**src/hw/rtl/lfum_pkg.sv**
```systemverilog
// Shared types, constants and elaboration-time tables for the link flap uptime metric.
package lfum_pkg;

  // Ring geometry.
  localparam int HistDepth = 16;
  localparam int HistAw = 4;
  localparam int CntW = 5;

  // Data widths.
  localparam int TimeW = 48;
  localparam int FracW = 17;
  localparam int QuotW = 33;
  localparam int RemW = TimeW + 1;
  localparam int StepW = 6;

  // Exponential weight constants.
  localparam int QBits = 10;
  localparam logic [QBits-1:0] QSat = 10'd1023;
  localparam logic [63:0] OneQ62 = 64'h4000_0000_0000_0000;
  localparam logic [FracW-1:0] FracOne = 17'd65536;

  // Terms of the alternating series for exp(-1/64) in Q2.62; term k is term k-1 over 64*k.
  localparam logic [63:0] ExpT1 = OneQ62 / 64'd64;
  localparam logic [63:0] ExpT2 = ExpT1 / 64'd128;
  localparam logic [63:0] ExpT3 = ExpT2 / 64'd192;
  localparam logic [63:0] ExpT4 = ExpT3 / 64'd256;
  localparam logic [63:0] ExpT5 = ExpT4 / 64'd320;
  localparam logic [63:0] ExpT6 = ExpT5 / 64'd384;
  localparam logic [63:0] ExpT7 = ExpT6 / 64'd448;
  localparam logic [63:0] ExpT8 = ExpT7 / 64'd512;
  localparam logic [63:0] ExpT9 = ExpT8 / 64'd576;
  localparam logic [63:0] ExpT10 = ExpT9 / 64'd640;
  localparam logic [63:0] ExpT11 = ExpT10 / 64'd704;
  localparam logic [63:0] ExpT12 = ExpT11 / 64'd768;
  localparam logic [63:0] ExpT13 = ExpT12 / 64'd832;
  localparam logic [63:0] ExpT14 = ExpT13 / 64'd896;
  localparam logic [63:0] ExpT15 = ExpT14 / 64'd960;

  // exp(-1/64) in Q2.62.
  localparam logic [63:0] ExpStepQ62 = OneQ62 - ExpT1 + ExpT2 - ExpT3 + ExpT4 - ExpT5
                                       + ExpT6 - ExpT7 + ExpT8 - ExpT9 + ExpT10 - ExpT11
                                       + ExpT12 - ExpT13 + ExpT14 - ExpT15;

  // Command codes.
  localparam logic [1:0] CmdInit = 2'd0;
  localparam logic [1:0] CmdToggle = 2'd1;
  localparam logic [1:0] CmdQuery = 2'd2;

  // Configuration register indexes.
  localparam logic CfgFalloff = 1'b0;
  localparam logic CfgPower = 1'b1;

  // Reset values of the configuration registers.
  localparam logic [15:0] FalloffReset = 16'd320;
  localparam logic [3:0] PowerReset = 4'd4;

  typedef struct packed {
    logic [1:0]       command;
    logic [TimeW-1:0] time_ms;
    logic             initial_up;
  } in_item_t;

  typedef struct packed {
    logic             link_up;
    logic [FracW-1:0] uptime_fraction;
    logic [FracW-1:0] weighted_uptime;
    logic [31:0]      damping_metric;
    logic [CntW-1:0]  history_count;
  } out_item_t;

  // Request to the shared shift-subtract divider.
  typedef struct packed {
    logic             start;
    logic [RemW-1:0]  rem_init;
    logic [QuotW-1:0] dividend;
    logic [StepW-1:0] steps;
    logic [TimeW-1:0] divisor;
  } div_req_t;

  // Q2.62 product, truncated, as used when the tables are built.
  function automatic logic [63:0] mul_q62(input logic [63:0] a, input logic [63:0] b);
    logic [127:0] p;
    p = {64'd0, a} * {64'd0, b};
    return p[125:62];
  endfunction

  // exp(-1/64) raised to 2^k by repeated squaring.
  function automatic logic [63:0] base_pow(input int k);
    logic [63:0] b;
    b = ExpStepQ62;
    for (int i = 0; i < k; i++) begin
      b = mul_q62(b, b);
    end
    return b;
  endfunction

  localparam logic [63:0] BasePow [QBits] = '{
    base_pow(0), base_pow(1), base_pow(2), base_pow(3), base_pow(4),
    base_pow(5), base_pow(6), base_pow(7), base_pow(8), base_pow(9)
  };

endpackage

```
**src/hw/rtl/lfum_ring.sv**
```systemverilog
// Ring memory of toggle times with one write port and a registered read port.
module lfum_ring (
  input  logic                      clk,
  input  logic                      wr_en,
  input  logic [lfum_pkg::HistAw-1:0] wr_addr,
  input  logic [lfum_pkg::TimeW-1:0]  wr_data,
  input  logic [lfum_pkg::HistAw-1:0] rd_addr,
  output logic [lfum_pkg::TimeW-1:0]  rd_data
);

  logic [lfum_pkg::TimeW-1:0] mem [lfum_pkg::HistDepth];

  // Write port.
  always_ff @(posedge clk) begin
    if (wr_en) begin
      mem[wr_addr] <= wr_data;
    end
  end

  // Registered read port.
  always_ff @(posedge clk) begin
    rd_data <= mem[rd_addr];
  end

endmodule

```
**config.mk**
```make
export PLATFORM = sky130hd
export DESIGN_NAME = lfum_ring
export DESIGN_NICKNAME = d
export VERILOG_FILES = /design/src/hw/rtl/lfum_pkg.sv /design/src/hw/rtl/lfum_ring.sv
export SDC_FILE = /design/constraint.sdc
export NUM_CORES = 1
export LEC_CHECK = 0
export ABC_AREA = 1
export CORE_MARGIN = 2
export CORE_UTILIZATION = 60
export DETAILED_ROUTE_END_ITERATION = 7
export DONT_BUFFER_PORTS = 1
export GPL_TIMING_DRIVEN = 1
export PLACE_DENSITY_LB_ADDON = 0.12
export SKIP_LAST_GASP = 1
export SLEW_MARGIN = 20
export SYNTH_ARGS = -nofsm -noshare
export SYNTH_HDL_FRONTEND = slang
export SYNTH_SLANG_ARGS = --single-unit
```
**constraint.sdc**
```tcl
create_clock -name clk -period 4 [get_ports clk]
set_input_delay 0.8 -clock clk [delete_from_list [all_inputs] [get_ports clk]]
set_output_delay 0.8 -clock clk [all_outputs]
set_load 0.005 [all_outputs]
```
Word level (Yosys, flattened, before mapping)
Memory sizes are Yosys's and may differ from the RTL's. A register that Yosys moved wholly into a read port is not among the register bits. Cells that the tools add are included. Widths: inputs -> output; s select.

Bits in registers: 0. Latch bits: 0. Bits in writable memories: 768. Bits in read-only memories: 0. Input port bits: 58. Output and inout port bits: 48. Word-level logic and storage cells: 3. Memories: 1.

Memory list: mem (words 16, bits a word 48, rd ports 1, clocked after Yosys merged registers in 1, write ports 1, line lfum_ring.sv:11) `logic [lfum_pkg::TimeW-1:0] mem [lfum_pkg::HistDepth];`.

Add/subtract/negate cells: 0. $mul: 0. Divide/modulo/power cells: 0. Order comparisons: 0. Equal/unequal tests: 0. Shifts and indexed selects: 0. Mux-type cells: 2. Bitwise logic cells: 0. Reduce and logical (&&, ||, !) cells: 0.

Operators with widths (number): $mux 1 (2).

Longest topological paths before layout
Depth after elaboration: 2. Gate-level depth with buffers: 10. Gate-level depth less buffers: 7.

Least setup slack after synthesis
Ideal clock, no wire load.

Path type: input port to flip-flop. Start point: input wr_addr[2] in the netlist's numbering. End point: memory mem[10][0] in the netlist's numbering, enable pin. Library setup time: 0.454 ns. Data arrival time: 3.032 ns. Data required time: 3.546 ns. Setup slack: 0.514 ns. Cell stages on the path: 2. Path buffers: 0. Cell sequence: nand3b_1 > nor2_1.

RTL lines: start: declaration (line lfum_ring.sv:5) `input logic [lfum_pkg::HistAw-1:0] wr_addr,`; end: declaration (line lfum_ring.sv:11).

No word-level cell before the write port.

==> reports/metrics.yaml <==
cells_and_area:
  instances_no_fill: 3948
  layout_common_cells: "1,013 x nand2_1, 768 x edfxtp_1, 578 x inv_1"
  antenna_cells: 0
  final_nets: 3182
  drive_above_1_share_pct: 5.29
  syn_to_final_growth_pct: 9.13
  final_common_cell: "nand2_1"
clock_tree:
  h-tree-depth: 3
  clockBufferDepth: 3
  cts.clk_slew.worst_paths_ns: 0.06
  post_cts_resized: 0
  cts_sinks: 816
  clock_latency_ns: 0.62
  postCtsSetupBuffers: 0
  root_buffer: "clkbuf_16"
  cts_tree: "done"
  numCtsBuffers: 82
  ctsHoldBuffers: 0
setup_path:
  setup.worst_path.end_class: "flop"
  required_ns: 4.51
  crit_path_cell_trace: "clkinv_8 -> buf_4 -> nand2_1 -> nand3_1 -> nand3_1 -> nand3_1 -> nand2_1"
  slowest_delay_ns: 0.66
  worst-path-max-fanout: 385
  worstSetupPathType: "in -> reg"
  critPathMostFrequentCell: "nand3_1"
  crit_arrival_ns: 2.88
  critPathSlowestCell: "buf_4"
  cp-start-kind: "input pin"
yosys:
  synth_area_um2: 34000
  ys_ff_latch: 816
  synth_cell_types: 15
  syn_inst: 3165
  synthesis.nets: 3223
  synth.yosys.seq_area_share_pct: 70.7
  yosys_warnings: 0
  syn_area_per_cell_um2: 10.7
sta:
  setup_violations: 0
  slew_viol_final: 0
  rsz0062_at_grt: "no"
  tightestPinTransition_ns: 1.11
  finalSetupTns_ns: 0
  period_needed_ns: 2.38
  fin_crit_sh_pct: 59.4
  max_freq_ghz: 0.421
  fin_skew_ns: 0.0179
  slew_headroom_pct: 26.2
  hold_viol: 0
detailed_routing:
  dr.pass1.iters: 6
  drtIter0Drc: 2133
  vias: 21400
  wl_per_cell_um: 19.5
  drt-total-wl_um: 76900
  drc: 0
  ant_nets: 0
  vias_per_cell: 5.43
grt:
  grt_antenna_before_repair: 0
  grt_max_degree: 386
  grt_pass1_vias: 20700
  grt_pass1_wl_um: 119000
  grt-ovfl-total: 0
  grt_usage_pct: 26.4
pwr:
  leakage_nw: 15.7
  ir_worst_vdd_mv: 0.376
  power_density_nw_per_um2: 483
status:
  status: "complete, no violations"
floorplanning:
  die_w_um: 242
  die_y_um: 242
  rows: 87
  start_util_pct: 60.5
  die-area_um2: 58600
  core-area_um2: 56200
  io_pins: 106
flow_run:
  maxCapViolCount: 0
worst_hold_path:
  hold_path_class: "in -> reg"
place:
  hpwl_um: 36800
  dp_cells: 3796
  portBuffers: 0
  gp_congestion: 0.782
==> cell type report <==
type / instances / area [um2]
Sequential cell: 816 / 24000
Fill cell: 4231 / 19100
Multi-Input combinational cell: 1609 / 6890
Clock buffer: 122 / 2370
Inverter: 582 / 2210
Tap cell: 756 / 946
Timing Repair Buffer: 33 / 360
Clock inverter: 30 / 302
==> through the flow <==
step                area [um2]  setup slack (ns)  power, mW  utilization, %  hold WS [ns]
floorplan                34000             0.514       10.4               -         0.607
global placement         34400              1.34       10.5            61.3         0.641
detailed placement       34400              1.31       10.5            61.3         0.652
CTS                      37100              1.96       18.0            66.0         0.234
global route             37100              1.80       18.5            66.0         0.246
finish                   37100              1.62       17.9            66.0         0.268
==> cells by family after synthesis <==
logic type             Yosys count  synth area share, %
buffers and inverters          740                 9.41
and+or+nand+nor               1609                 19.9
DFF                            816                 70.7
==> path summary, 6_finish.rpt <==
path,cells past startpoint,start,to,slack (ns)
max,7,rd_addr[0],rd_data[25],1.62
min,0,wr_data[13],mem[0][13],0.27
min reg2reg,6,mem[4][32],rd_data[32],0.66
max reg2reg,6,mem[9][11],rd_data[11],2.90
==> registers in the layout (all words and copies together) (netlist names) <==
name / count
mem: 768
rd_data: 48
==> where the power goes <==
part	internal, mW	switching [mW]
clock	4.48	3.11
sequential	9.56	0.0737
combinational	0.230	0.475
==> cell usage after synthesis (all sizes together) <==
cell type  number  area, um2
buf           133        916
nand3         577       2890
nand2        1013       3800
nor2           17       63.8
nand3b          2       15.0
dfxtp          48        961
edfxtp        768      23100
inv           582       2190
clkbuf         25       93.8
==> critical path: cells and delay by family <==
family | cells | cell delay, ns
buffers and inverters | 2 | 1.20
AND/OR/NAND/NOR | 5 | 0.52
==> layer usage <==
metal  wire, um  global-route usage, %  part of all wire, %
met5          0                      0                    0
met4       1660                   8.26                  2.2
met3       6100                   4.13                  7.9
met2      36600                   42.5                   48
met1      32500                   37.5                   42
Power figures use the tool's default switching activity.
