### src/hw/rtl/lfum_pkg.sv
// Shared types, constants and elaboration-time tables for the link flap uptime metric.
package lfum_pkg;

  // Ring geometry.
  localparam int HistDepth = 16;
  localparam int HistAw = 4;
  localparam int CntW = 5;

  // Data widths.
  localparam int TimeW = 48;
  localparam int FracW = 17;
  localparam int QuotW = 33;
  localparam int RemW = TimeW + 1;
  localparam int StepW = 6;

  // Exponential weight constants.
  localparam int QBits = 10;
  localparam logic [QBits-1:0] QSat = 10'd1023;
  localparam logic [63:0] OneQ62 = 64'h4000_0000_0000_0000;
  localparam logic [FracW-1:0] FracOne = 17'd65536;

  // Terms of the alternating series for exp(-1/64) in Q2.62; term k is term k-1 over 64*k.
  localparam logic [63:0] ExpT1 = OneQ62 / 64'd64;
  localparam logic [63:0] ExpT2 = ExpT1 / 64'd128;
  localparam logic [63:0] ExpT3 = ExpT2 / 64'd192;
  localparam logic [63:0] ExpT4 = ExpT3 / 64'd256;
  localparam logic [63:0] ExpT5 = ExpT4 / 64'd320;
  localparam logic [63:0] ExpT6 = ExpT5 / 64'd384;
  localparam logic [63:0] ExpT7 = ExpT6 / 64'd448;
  localparam logic [63:0] ExpT8 = ExpT7 / 64'd512;
  localparam logic [63:0] ExpT9 = ExpT8 / 64'd576;
  localparam logic [63:0] ExpT10 = ExpT9 / 64'd640;
  localparam logic [63:0] ExpT11 = ExpT10 / 64'd704;
  localparam logic [63:0] ExpT12 = ExpT11 / 64'd768;
  localparam logic [63:0] ExpT13 = ExpT12 / 64'd832;
  localparam logic [63:0] ExpT14 = ExpT13 / 64'd896;
  localparam logic [63:0] ExpT15 = ExpT14 / 64'd960;

  // exp(-1/64) in Q2.62.
  localparam logic [63:0] ExpStepQ62 = OneQ62 - ExpT1 + ExpT2 - ExpT3 + ExpT4 - ExpT5
                                       + ExpT6 - ExpT7 + ExpT8 - ExpT9 + ExpT10 - ExpT11
                                       + ExpT12 - ExpT13 + ExpT14 - ExpT15;

  // Command codes.
  localparam logic [1:0] CmdInit = 2'd0;
  localparam logic [1:0] CmdToggle = 2'd1;
  localparam logic [1:0] CmdQuery = 2'd2;

  // Configuration register indexes.
  localparam logic CfgFalloff = 1'b0;
  localparam logic CfgPower = 1'b1;

  // Reset values of the configuration registers.
  localparam logic [15:0] FalloffReset = 16'd320;
  localparam logic [3:0] PowerReset = 4'd4;

  typedef struct packed {
    logic [1:0]       command;
    logic [TimeW-1:0] time_ms;
    logic             initial_up;
  } in_item_t;

  typedef struct packed {
    logic             link_up;
    logic [FracW-1:0] uptime_fraction;
    logic [FracW-1:0] weighted_uptime;
    logic [31:0]      damping_metric;
    logic [CntW-1:0]  history_count;
  } out_item_t;

  // Request to the shared shift-subtract divider.
  typedef struct packed {
    logic             start;
    logic [RemW-1:0]  rem_init;
    logic [QuotW-1:0] dividend;
    logic [StepW-1:0] steps;
    logic [TimeW-1:0] divisor;
  } div_req_t;

  // Q2.62 product, truncated, as used when the tables are built.
  function automatic logic [63:0] mul_q62(input logic [63:0] a, input logic [63:0] b);
    logic [127:0] p;
    p = {64'd0, a} * {64'd0, b};
    return p[125:62];
  endfunction

  // exp(-1/64) raised to 2^k by repeated squaring.
  function automatic logic [63:0] base_pow(input int k);
    logic [63:0] b;
    b = ExpStepQ62;
    for (int i = 0; i < k; i++) begin
      b = mul_q62(b, b);
    end
    return b;
  endfunction

  localparam logic [63:0] BasePow [QBits] = '{
    base_pow(0), base_pow(1), base_pow(2), base_pow(3), base_pow(4),
    base_pow(5), base_pow(6), base_pow(7), base_pow(8), base_pow(9)
  };

endpackage

### src/hw/rtl/lfum_div.sv
// Shared restoring divider that retires one quotient bit per cycle.
module lfum_div (
  input  logic                           clk,
  input  logic                           rst_n,
  input  lfum_pkg::div_req_t             req,
  output logic                           done,
  output logic [lfum_pkg::QuotW-1:0]     quot
);

  logic                           active_r;
  logic [lfum_pkg::StepW-1:0]     cnt_r;
  logic [lfum_pkg::RemW-1:0]      rem_r;
  logic [lfum_pkg::QuotW-1:0]     dvd_r;
  logic [lfum_pkg::QuotW-1:0]     quot_r;
  logic [lfum_pkg::TimeW-1:0]     dsr_r;
  logic [lfum_pkg::RemW-1:0]      trial;
  logic                           ge;

  // One shift-subtract step.
  always_comb begin
    trial = {rem_r[lfum_pkg::RemW-2:0], dvd_r[lfum_pkg::QuotW-1]};
    ge = trial >= {1'b0, dsr_r};
  end

  // Control state.
  always_ff @(posedge clk) begin
    if (!rst_n) begin
      active_r <= 1'b0;
      cnt_r <= '0;
    end else if (req.start) begin
      active_r <= 1'b1;
      cnt_r <= req.steps;
    end else if (cnt_r != '0) begin
      cnt_r <= cnt_r - 1'b1;
    end
  end

  // Datapath.
  always_ff @(posedge clk) begin
    if (req.start) begin
      rem_r <= req.rem_init;
      dvd_r <= req.dividend;
      dsr_r <= req.divisor;
      quot_r <= '0;
    end else if (cnt_r != '0) begin
      rem_r <= ge ? trial - {1'b0, dsr_r} : trial;
      dvd_r <= {dvd_r[lfum_pkg::QuotW-2:0], 1'b0};
      quot_r <= {quot_r[lfum_pkg::QuotW-2:0], ge};
    end
  end

  assign done = active_r && (cnt_r == '0);
  assign quot = quot_r;

endmodule

### config.mk
export PLATFORM = sky130hd
export DESIGN_NAME = lfum_div
export DESIGN_NICKNAME = d
export VERILOG_FILES = /design/src/hw/rtl/lfum_pkg.sv /design/src/hw/rtl/lfum_div.sv
export SDC_FILE = /design/constraint.sdc
export NUM_CORES = 1
export LEC_CHECK = 0
export BUFFER_PORTS_ARGS = -buffer_cell sky130_fd_sc_hd__clkbuf_2
export CORE_MARGIN = 2
export CORE_UTILIZATION = 50
export CTS_CLUSTER_SIZE = 20
export DETAILED_ROUTE_END_ITERATION = 6
export PLACE_DENSITY_LB_ADDON = 0.15
export SYNTH_ARGS = -nofsm -noshare
export SYNTH_HDL_FRONTEND = slang
export SYNTH_SLANG_ARGS = --single-unit
### constraint.sdc
create_clock -name clk -period 3.9 [get_ports clk]
set_clock_uncertainty 0.05 [all_clocks]
set_input_delay 0.195 -clock clk [delete_from_list [all_inputs] [get_ports clk]]
set_output_delay 0.195 -clock clk [all_outputs]
set_load 0.01 [all_outputs]
**Yosys cells after proc, flatten, opt, wreduce, memory -nomap -nowiden**

Cells that the tools add are included.

- Output and inout port bits: 34
- Memory bits (read-only): 0
- Memory bits (writable): 0
- Word-level logic and storage cells: 20
- Flip-flop bits (word level): 169
- Latch bits: 0
- Memories: 0

- Add/sub/neg operators: 2
- Multiplexer cells: 7
- Reductions and logical operators: 4
- $mul: 0
- Magnitude comparators: 1
- Shift operators: 0
- Div/mod/pow operators: 0
- Bitwise gates (word level): 0
- Eq/ne operators: 0

Operator list:

| kind | number |
|---|---|
| 2-to-1 mux 48 bit | 3 |
| 2-to-1 mux 33 bit | 2 |
| greater-or-equal comparator 49 x 48 -> 1 bit | 1 |
| subtractor 48 bit | 1 |
| 2-to-1 mux 6 bit | 2 |
| zero test 6 bit | 1 |
| nonzero test 6 bit | 1 |
| subtractor 6 x 1 -> 6 bit, second input constant | 1 |
| nonzero test 2 bit | 1 |
| logical AND 1 bit | 1 |

**Logic depth before layout (Yosys ltp)**

Gate-level depths: netlist of the first run.

- Word-level depth: 4
- Depth in mapped cells: 14
- Depth with buffers taken out: 13

**Worst setup path before layout of the first run**

OpenSTA, ideal clock, no wires.

- Kind: reg2reg
- Start point: register cnt_r[0] (netlist bit)
- End point: register dvd_r[0] (netlist bit), enable pin
- Data required time: 3.050 ns
- Library setup time: 0.800 ns
- Setup slack: -0.106 ns
- Stages on the path, launching flop included: 7
- Arrival time: 3.156 ns
- Path buffers: 1
- Cells stage by stage: dfxtp_1 > inv_1 > ha_1 > nand2b_1 > nor4_1 > clkbuf_1 > nand2_1

- Cells in the longest elaborated chain, start to end: 2

Ends and longest elaborated chain:

| element | RTL line | source |
|---|---|---|
| start, declared | lfum_div.sv:11 | `logic [lfum_pkg::StepW-1:0] cnt_r;` |
| start signal, assigned | lfum_div.sv:32 | `cnt_r <= req.steps;` |
| start signal, assigned | lfum_div.sv:34 | `cnt_r <= cnt_r - 1'b1;` |
| nonzero test 6 bit | lfum_div.sv:45 | `end else if (cnt_r != '0) begin` |
| nonzero test 2 bit (no source line) | n/a |  |
| end signal, assigned | lfum_div.sv:42 | `dvd_r <= req.dividend;` |
| end signal, assigned | lfum_div.sv:47 | `dvd_r <= {dvd_r[lfum_pkg::QuotW-2:0], 1'b0};` |
| end, declared | lfum_div.sv:13 | `logic [lfum_pkg::QuotW-1:0] dvd_r;` |

Every way passes these cells.
A chain may end at the register's enable or synchronous reset.

**Worst setup path in the final report of the first run**

- Start point: register dvd_r[32] (netlist bit)
- End point: register rem_r[44] (netlist bit) (data pin)

- Cells in the longest elaborated chain, start to end: 4
- Elaborated cells on any way between the ends: 5
- Those cells by class: 1 x add/sub; 1 x order compare; 3 x mux

Ends and longest elaborated chain:

| element | RTL line | source |
|---|---|---|
| subtractor 48 bit or greater-or-equal comparator 49 x 48 -> 1 bit (tied branches) | lfum_div.sv:46, lfum_div.sv:22 |  |
| 2-to-1 mux 48 bit * | lfum_div.sv:46 | `rem_r <= ge ? trial - {1'b0, dsr_r} : trial;` |
| 2-to-1 mux 48 bit * | lfum_div.sv:45 |  |
| 2-to-1 mux 48 bit * | lfum_div.sv:40 | `if (req.start) begin` |
| end signal, assigned | lfum_div.sv:41 | `rem_r <= req.rem_init;` |
| end signal, assigned | lfum_div.sv:46 |  |
| end, declared | lfum_div.sv:12 | `logic [lfum_pkg::RemW-1:0] rem_r;` |

Mark *: on every way between the ends. The rest lies on a longest branch, timed or not. The select of a mux whose other input is x is not followed.

==> results.py, run 1 <==
metrics = {
    "floorplan": {
        "fp.coreArea_mm2": 0.0195,
        "dieHeight_um": 145,
        "num_rows": 51,
        "fp.dieW_um": 145,
        "pin_count": 173,
        "design.die.area_mm2": 0.0210,
        "floorplan.initialDensity_pct": 50.9,
    },
    "pwr": {
        "max_rail_drop_vdd_mv": 0.406,
        "totalPowerFinal_uw": 8720,
        "static-leakage-power_uw": 0.00530,
        "power_density_mw_per_mm2": 701,
    },
    "sta": {
        "hold_viol": 0,
        "timing.final.crit_share_pct": 94.6,
        "slew_at_the_pin_closest_to_its_max_slew_limit_ps": 1190,
        "timing.final.crit_period_ps": 3690,
        "drv_slew": 0,
        "maxSlewHeadroom_pct": 20.8,
        "setup_viol": 0,
        "final.setup.worst_slack_ps": 212,
        "total_negative_slack_for_setup_checks_ps": 0,
        "rsz_0062_raised_after_global_routing": "false",
        "maximum_clock_frequency_mhz": 271,
    },
    "synth": {
        "netlist.top_cell.by_area": "sky130_fd_sc_hd__edfxtp_1",
        "netlist_top_cells_area": "sky130_fd_sc_hd__edfxtp_1 39%, sky130_fd_sc_hd__dfxtp_1 8.1%, sky130_fd_sc_hd__nand2_1 6.4%",
        "synthesis.area_mm2": 0.00991,
        "synth.top_cell.area_share_pct": 39.1,
        "synthArstFlopShare_pct": 0,
        "syn-num-nets": 1219,
        "ys_seq_elements": 169,
        "ys.flop_type": "sky130_fd_sc_hd__edfxtp_1",
        "synth-seq-area-share_pct": 47.2,
        "average_footprint_of_a_synthesized_cell_um2": 9.62,
        "synth.lib_cells_used.distinct": 72,
        "synth_edf_count": 129,
        "synthesis.yosys.warnings": 0,
        "syn-instance-count": 1030,
    },
    "cts": {
        "cts_setup_buffers": 0,
        "numCtsBuffers": 17,
        "max-clock-path-buffers": 2,
        "cts.htree.levels": 4,
        "cts_tree": "built",
        "clk_pin_slew_worst_paths_ps": 80,
        "cts_sinks": 169,
        "cts.root.buffer_cell": "sky130_fd_sc_hd__clkbuf_16",
        "worst_skew_pair_latency_ps": 440,
    },
    "global_route": {
        "pin_count_of_the_biggest_net_entering_global_routing": 82,
        "first_global_vias": 8346,
        "grtUsageTotal_pct": 23.6,
        "globalRoute.totalOverflow": 0,
        "grt_first_pass_wirelength_mm": 39.4,
        "grt_antenna_before_repair": 0,
    },
    "cells_and_area": {
        "finalNetCount": 1449,
        "design_area_mm2": 0.0124,
        "layout_cells_sized_above_1_pct": 21.6,
        "antenna_diodes": 0,
        "layout.filler_cells": 1650,
        "area_delta_synth_final_pct": 25.5,
    },
    "drt": {
        "via_count": 8365,
        "detailed_routing_iteration_count_for_the_pre_antenna_repair_pass": 5,
        "drt_wl_total_mm": 24.1,
        "detail-route-antenna-nets": 0,
        "avgViaCountPerCell": 5.44,
        "routedWlPerCell_um": 15.7,
        "drt_drc_violations_left": 0,
        "detailedRoute.firstIterationViolations": 484,
    },
    "place": {
        "gp_routability_congestion": 0.845,
        "dp.final_hpwl_mm": 16.5,
        "detailed_place.area_mm2": 0.0110,
        "portBuffers": 171,
        "dp_slack_ps": 212,
    },
    "min_path": {
        "worst_hold_startpoint": "req[86]",
        "hold_path_class": "in2reg",
    },
    "critical_path": {
        "critical_path_required_ps": 4030,
        "crit_type": "reg2reg",
        "start_kind": "flop",
        "critPathLaunch": "dvd_r[32]",
        "timing.critical_path.to_type": "flop",
        "crit_path_max_fanout": 3,
        "crit_arrival_ps": 3820,
        "critical_path.reg2reg.startpoint": "dvd_r[32]",
    },
    "status": {
        "result_of_the_run": "completed",
    },
    "job": {
        "maxCapViolations": 0,
    },
}
-- stage by stage --
stage / cells / util, % / hold WS (ps)
floorplan: 1030 / - / 244
global placement: 1426 / 56.5 / 323
detailed placement: 1426 / 56.5 / 324
CTS: 1538 / 63.9 / 0.387
global route: 1538 / 63.9 / 4.34
finish: 1538 / 63.9 / 12.5
-- where the power goes --
| group | internal, uW | total (uW) | switching, uW |
|---|---|---|---|
| registers | 2440 | 2630 | 198 |
| logic | 1770 | 4280 | 2510 |
| clock network | 924 | 1800 | 878 |
-- per-layer routing --
metal | GRT usage [%] | part of all wire [%]
met1 | 29.7 | 45
met2 | 39.9 | 48
met3 | 6.19 | 5.9
met4 | 7.56 | 1.8
met5 | 0 | 0
-- what timing repair did --
action | 4_1_cts | 5_1_grt
hold buffers | 80 | 0
setup endpoints to repair | 0 | 1
endpoints found under the hold margin | 81 | 0
gates resized for setup | 0 | 1
-- cell families (layout without fill, tap and decap cells) --
| logic type | count (synthesis) | after routing | share of synthesized area (%) |
|---|---|---|---|
| simple gates | 346 | 346 | 16.1 |
| compound gates | 263 | 263 | 17.4 |
| flops | 169 | 169 | 47.2 |
| buf+inv | 125 | 368 | 5.21 |
| fa+ha+maj | 50 | 50 | 6.39 |
| mux | 40 | 40 | 4.46 |
| xor+xnor | 37 | 37 | 3.27 |
-- cell type report --
class	instances	area, um2	share of cell area, %
Multi-Input combinational cell	736	4750	38.2
Clock inverter	14	185	1.49
Clock buffer	18	450	3.62
Tap cell	265	332	2.67
Timing Repair Buffer	268	1790	14.4
Inverter	68	255	2.05
Sequential cell	169	4670	37.6
-- cells in the final DEF, fill, tap and decap left out, types with 10 or more instances in the layout --
cell	netlist	layout
sky130_fd_sc_hd__inv_1	68	67
sky130_fd_sc_hd__nand4_1	20	20
sky130_fd_sc_hd__edfxtp_1	129	129
sky130_fd_sc_hd__nand2_1	169	168
sky130_fd_sc_hd__mux2_2	33	33
sky130_fd_sc_hd__buf_4	3	17
sky130_fd_sc_hd__dlygate4sd3_1	0	80
sky130_fd_sc_hd__nor3_1	11	11
sky130_fd_sc_hd__o21bai_1	10	10
sky130_fd_sc_hd__dfxtp_1	40	40
sky130_fd_sc_hd__a21o_1	23	23
sky130_fd_sc_hd__clkbuf_16	0	18
sky130_fd_sc_hd__clkbuf_2	0	170
sky130_fd_sc_hd__ha_1	49	49
sky130_fd_sc_hd__a31oi_1	32	32
sky130_fd_sc_hd__nand3_1	22	22
sky130_fd_sc_hd__o21a_1	10	10
sky130_fd_sc_hd__nor2_1	63	63
sky130_fd_sc_hd__o21ai_0	30	30
sky130_fd_sc_hd__xnor2_1	22	22
sky130_fd_sc_hd__xor2_1	15	15
sky130_fd_sc_hd__a21oi_1	94	94
-- Yosys cell counts, types with 23 or more instances --
master and number:
sky130_fd_sc_hd__o21ai_0 30, sky130_fd_sc_hd__edfxtp_1 129, sky130_fd_sc_hd__ha_1 49, sky130_fd_sc_hd__a21o_1 23
sky130_fd_sc_hd__clkbuf_1 36, sky130_fd_sc_hd__nand2_1 169, sky130_fd_sc_hd__a21oi_1 94, sky130_fd_sc_hd__mux2_2 33
sky130_fd_sc_hd__nor2_1 63, sky130_fd_sc_hd__dfxtp_1 40, sky130_fd_sc_hd__a31oi_1 32, sky130_fd_sc_hd__inv_1 68
-- sequential cells by signal, summed over array words and instances, names as in the netlist --
name      flops
rem_r        48
cnt_r         6
dsr_r        48
quot         33
active_r      1
dvd_r        33
-- worst max-delay path, cell delays in order (launching register included) --
cell and delay [ps]:
sky130_fd_sc_hd__edfxtp_1 360, sky130_fd_sc_hd__inv_1 80, sky130_fd_sc_hd__ha_1 160, sky130_fd_sc_hd__inv_1 60
sky130_fd_sc_hd__fa_1 410, sky130_fd_sc_hd__a21o_1 200, sky130_fd_sc_hd__a221oi_2 290, sky130_fd_sc_hd__o221ai_1 260
sky130_fd_sc_hd__a22oi_1 340, sky130_fd_sc_hd__or2_1 210, sky130_fd_sc_hd__a41oi_1 190, sky130_fd_sc_hd__a311oi_1 430
sky130_fd_sc_hd__nor4b_2 310, sky130_fd_sc_hd__nor4_2 80
-- final timing paths --
| kind | cells past startpoint | slack [ps] | end |
|---|---|---|---|
| setup / recovery | 13 | 210 | rem_r[44] |
| hold / removal | 2 | 10 | dvd_r[32] |
| setup reg to reg | 13 | 210 | rem_r[44] |
| hold reg to reg | 2 | 410 | quot[32] |
Power figures use the tool's default switching activity.
==> inputs of run 2 (changes only) <==
--- a/config.mk
+++ b/config.mk
@@ -6,8 +6,8 @@
 export NUM_CORES = 1
 export LEC_CHECK = 0
 export BUFFER_PORTS_ARGS = -buffer_cell sky130_fd_sc_hd__clkbuf_2
-export CORE_MARGIN = 2
-export CORE_UTILIZATION = 50
+export CORE_MARGIN = 4
+export CORE_UTILIZATION = 51
 export CTS_CLUSTER_SIZE = 20
 export DETAILED_ROUTE_END_ITERATION = 6
 export PLACE_DENSITY_LB_ADDON = 0.15
==> results.py, run 2 (synthesis results as in run 1) <==
metrics = {
    "status": {
        "result_of_the_run": "completed",
    },
    "floorplan": {
        "num_rows": 50,
        "fp.dieW_um": 147,
        "fp.coreArea_mm2": 0.0189,
        "dieHeight_um": 147,
        "floorplan.initialDensity_pct": 52.5,
        "design.die.area_mm2": 0.0217,
        "pin_count": 173,
    },
    "pwr": {
        "static-leakage-power_uw": 0.00530,
        "power_density_mw_per_mm2": 695,
        "max_rail_drop_vdd_mv": 0.369,
    },
    "sta": {
        "final.setup.worst_slack_ps": 258,
        "rsz_0062_raised_after_global_routing": "false",
        "timing.final.crit_share_pct": 93.4,
        "slew_at_the_pin_closest_to_its_max_slew_limit_ps": 1150,
        "hold_viol": 0,
        "maximum_clock_frequency_mhz": 275,
        "setup_viol": 0,
        "timing.final.crit_period_ps": 3640,
        "maxSlewHeadroom_pct": 23.2,
        "drv_slew": 0,
        "total_negative_slack_for_setup_checks_ps": 0,
    },
    "cells_and_area": {
        "layout_cells_sized_above_1_pct": 21.4,
        "layout_top_registers": "dsr_r x48, rem_r x48",
        "final_cell_count_no_fill": 1533,
        "final_cell_mix": "170 x sky130_fd_sc_hd__clkbuf_2, 168 x sky130_fd_sc_hd__nand2_1, 129 x sky130_fd_sc_hd__edfxtp_1",
        "antenna_diodes": 0,
        "area_delta_synth_final_pct": 25.3,
        "layout_commonest_cell": "sky130_fd_sc_hd__clkbuf_2",
        "finalNetCount": 1449,
        "final-seq-area_mm2": 0.00467,
        "multi_input_comb_area_mm2": 0.00475,
        "layout.filler_cells": 1598,
    },
    "min_path": {
        "hold_path_class": "in2reg",
    },
    "cts": {
        "cts.root.buffer_cell": "sky130_fd_sc_hd__clkbuf_16",
        "max-clock-path-buffers": 2,
        "cts_sinks": 169,
        "clk_pin_slew_worst_paths_ps": 70,
        "cts_tree": "built",
        "numCtsBuffers": 17,
        "cts_setup_buffers": 0,
        "cts.htree.levels": 4,
        "worst_skew_pair_latency_ps": 450,
    },
    "drt": {
        "via_count": 8336,
        "drt_wl_total_mm": 24.4,
        "detail-route-antenna-nets": 0,
        "detailed_routing_iteration_count_for_the_pre_antenna_repair_pass": 5,
        "drt_drc_violations_left": 0,
        "detailedRoute.firstIterationViolations": 514,
        "avgViaCountPerCell": 5.44,
        "routedWlPerCell_um": 15.9,
    },
    "place": {
        "placed_cells_incl_taps": 1418,
        "portBuffers": 171,
        "dp.final_hpwl_mm": 16.6,
        "gp_routability_congestion": 0.856,
        "dp_slack_ps": 230,
    },
    "critical_path": {
        "crit_path_max_fanout": 3,
        "timing.critical_path.to_type": "flop",
        "critical_path_required_ps": 4030,
        "crit_arrival_ps": 3780,
        "worst_reg2reg_setup_slack_ps": 260,
        "crit_type": "reg2reg",
        "start_kind": "flop",
    },
    "global_route": {
        "grtUsageTotal_pct": 22.5,
        "grt_antenna_before_repair": 0,
        "pin_count_of_the_biggest_net_entering_global_routing": 82,
        "grt_first_pass_wirelength_mm": 40.3,
        "globalRoute.totalOverflow": 0,
        "first_global_vias": 8341,
    },
    "job": {
        "maxCapViolations": 0,
    },
}
run 2: path summary, 6_finish.rpt:
| kind | start | cells past startpoint | to |
|---|---|---|---|
| setup / recovery | dvd_r[32] | 13 | rem_r[44] |
| setup reg to reg | dvd_r[32] | 13 | rem_r[44] |
| hold reg to reg | active_r | 1 | active_r |
| hold / removal | req[113] | 3 | rem_r[26] |
run 2: stage by stage:
stage / power (uW) / area, um2 / hold slack, ps / utilization, %
4_1_cts: 8640 / 12400 / 0.126 / 65.6
3_3_place_gp: 6730 / 11000 / 323 / 58.0
3_5_place_dp: 6790 / 11000 / 324 / 58.0
2_1_floorplan: 5860 / 9910 / 244 / -
6_report: 8630 / 12400 / 12.7 / 65.7
5_1_grt: 9290 / 12400 / 1.70 / 65.7
run 2: layout make-up:
type	count	share of cell area [%]
multi-input cells	736	38.2
flip-flops and latches	169	37.6
repair buffers	268	14.5
clock buffers	17	3.42
well taps	260	2.62
inverters	68	2.05
clock inverters	15	1.58
run 2: repair_timing:
item	CTS	global route
hold buffers	81	2
endpoints found under the setup margin	0	1
hold endpoints to repair	82	2
resized for setup	0	1
run 2: worst max-delay path, stage by stage (launching register included):
cell	delay (ps)
sky130_fd_sc_hd__edfxtp_1	370
sky130_fd_sc_hd__inv_1	80
sky130_fd_sc_hd__ha_1	170
sky130_fd_sc_hd__inv_1	50
sky130_fd_sc_hd__fa_1	400
sky130_fd_sc_hd__a21o_1	200
sky130_fd_sc_hd__a221oi_2	310
sky130_fd_sc_hd__o221ai_1	280
sky130_fd_sc_hd__a22oi_1	340
sky130_fd_sc_hd__or2_1	210
sky130_fd_sc_hd__a41oi_1	180
sky130_fd_sc_hd__a311oi_1	370
sky130_fd_sc_hd__nor4b_2	290
sky130_fd_sc_hd__nor4_2	80
run 2: layer usage:
layer  GRT usage (%)  vias to the layer above  part of all wire, %
met5               0                        -                    0
met4            5.78                        0                  1.3
met3            6.01                       28                  6.2
met2            37.8                      243                   49
met1            29.1                     3885                   44
li1                -                     4180                    -
run 2: report_power, final:
part	switching (uW)	total, uW	internal (uW)
sequential	196	2630	2440
clock	875	1760	883
combinational	2490	4240	1750
total	3560	8630	5070
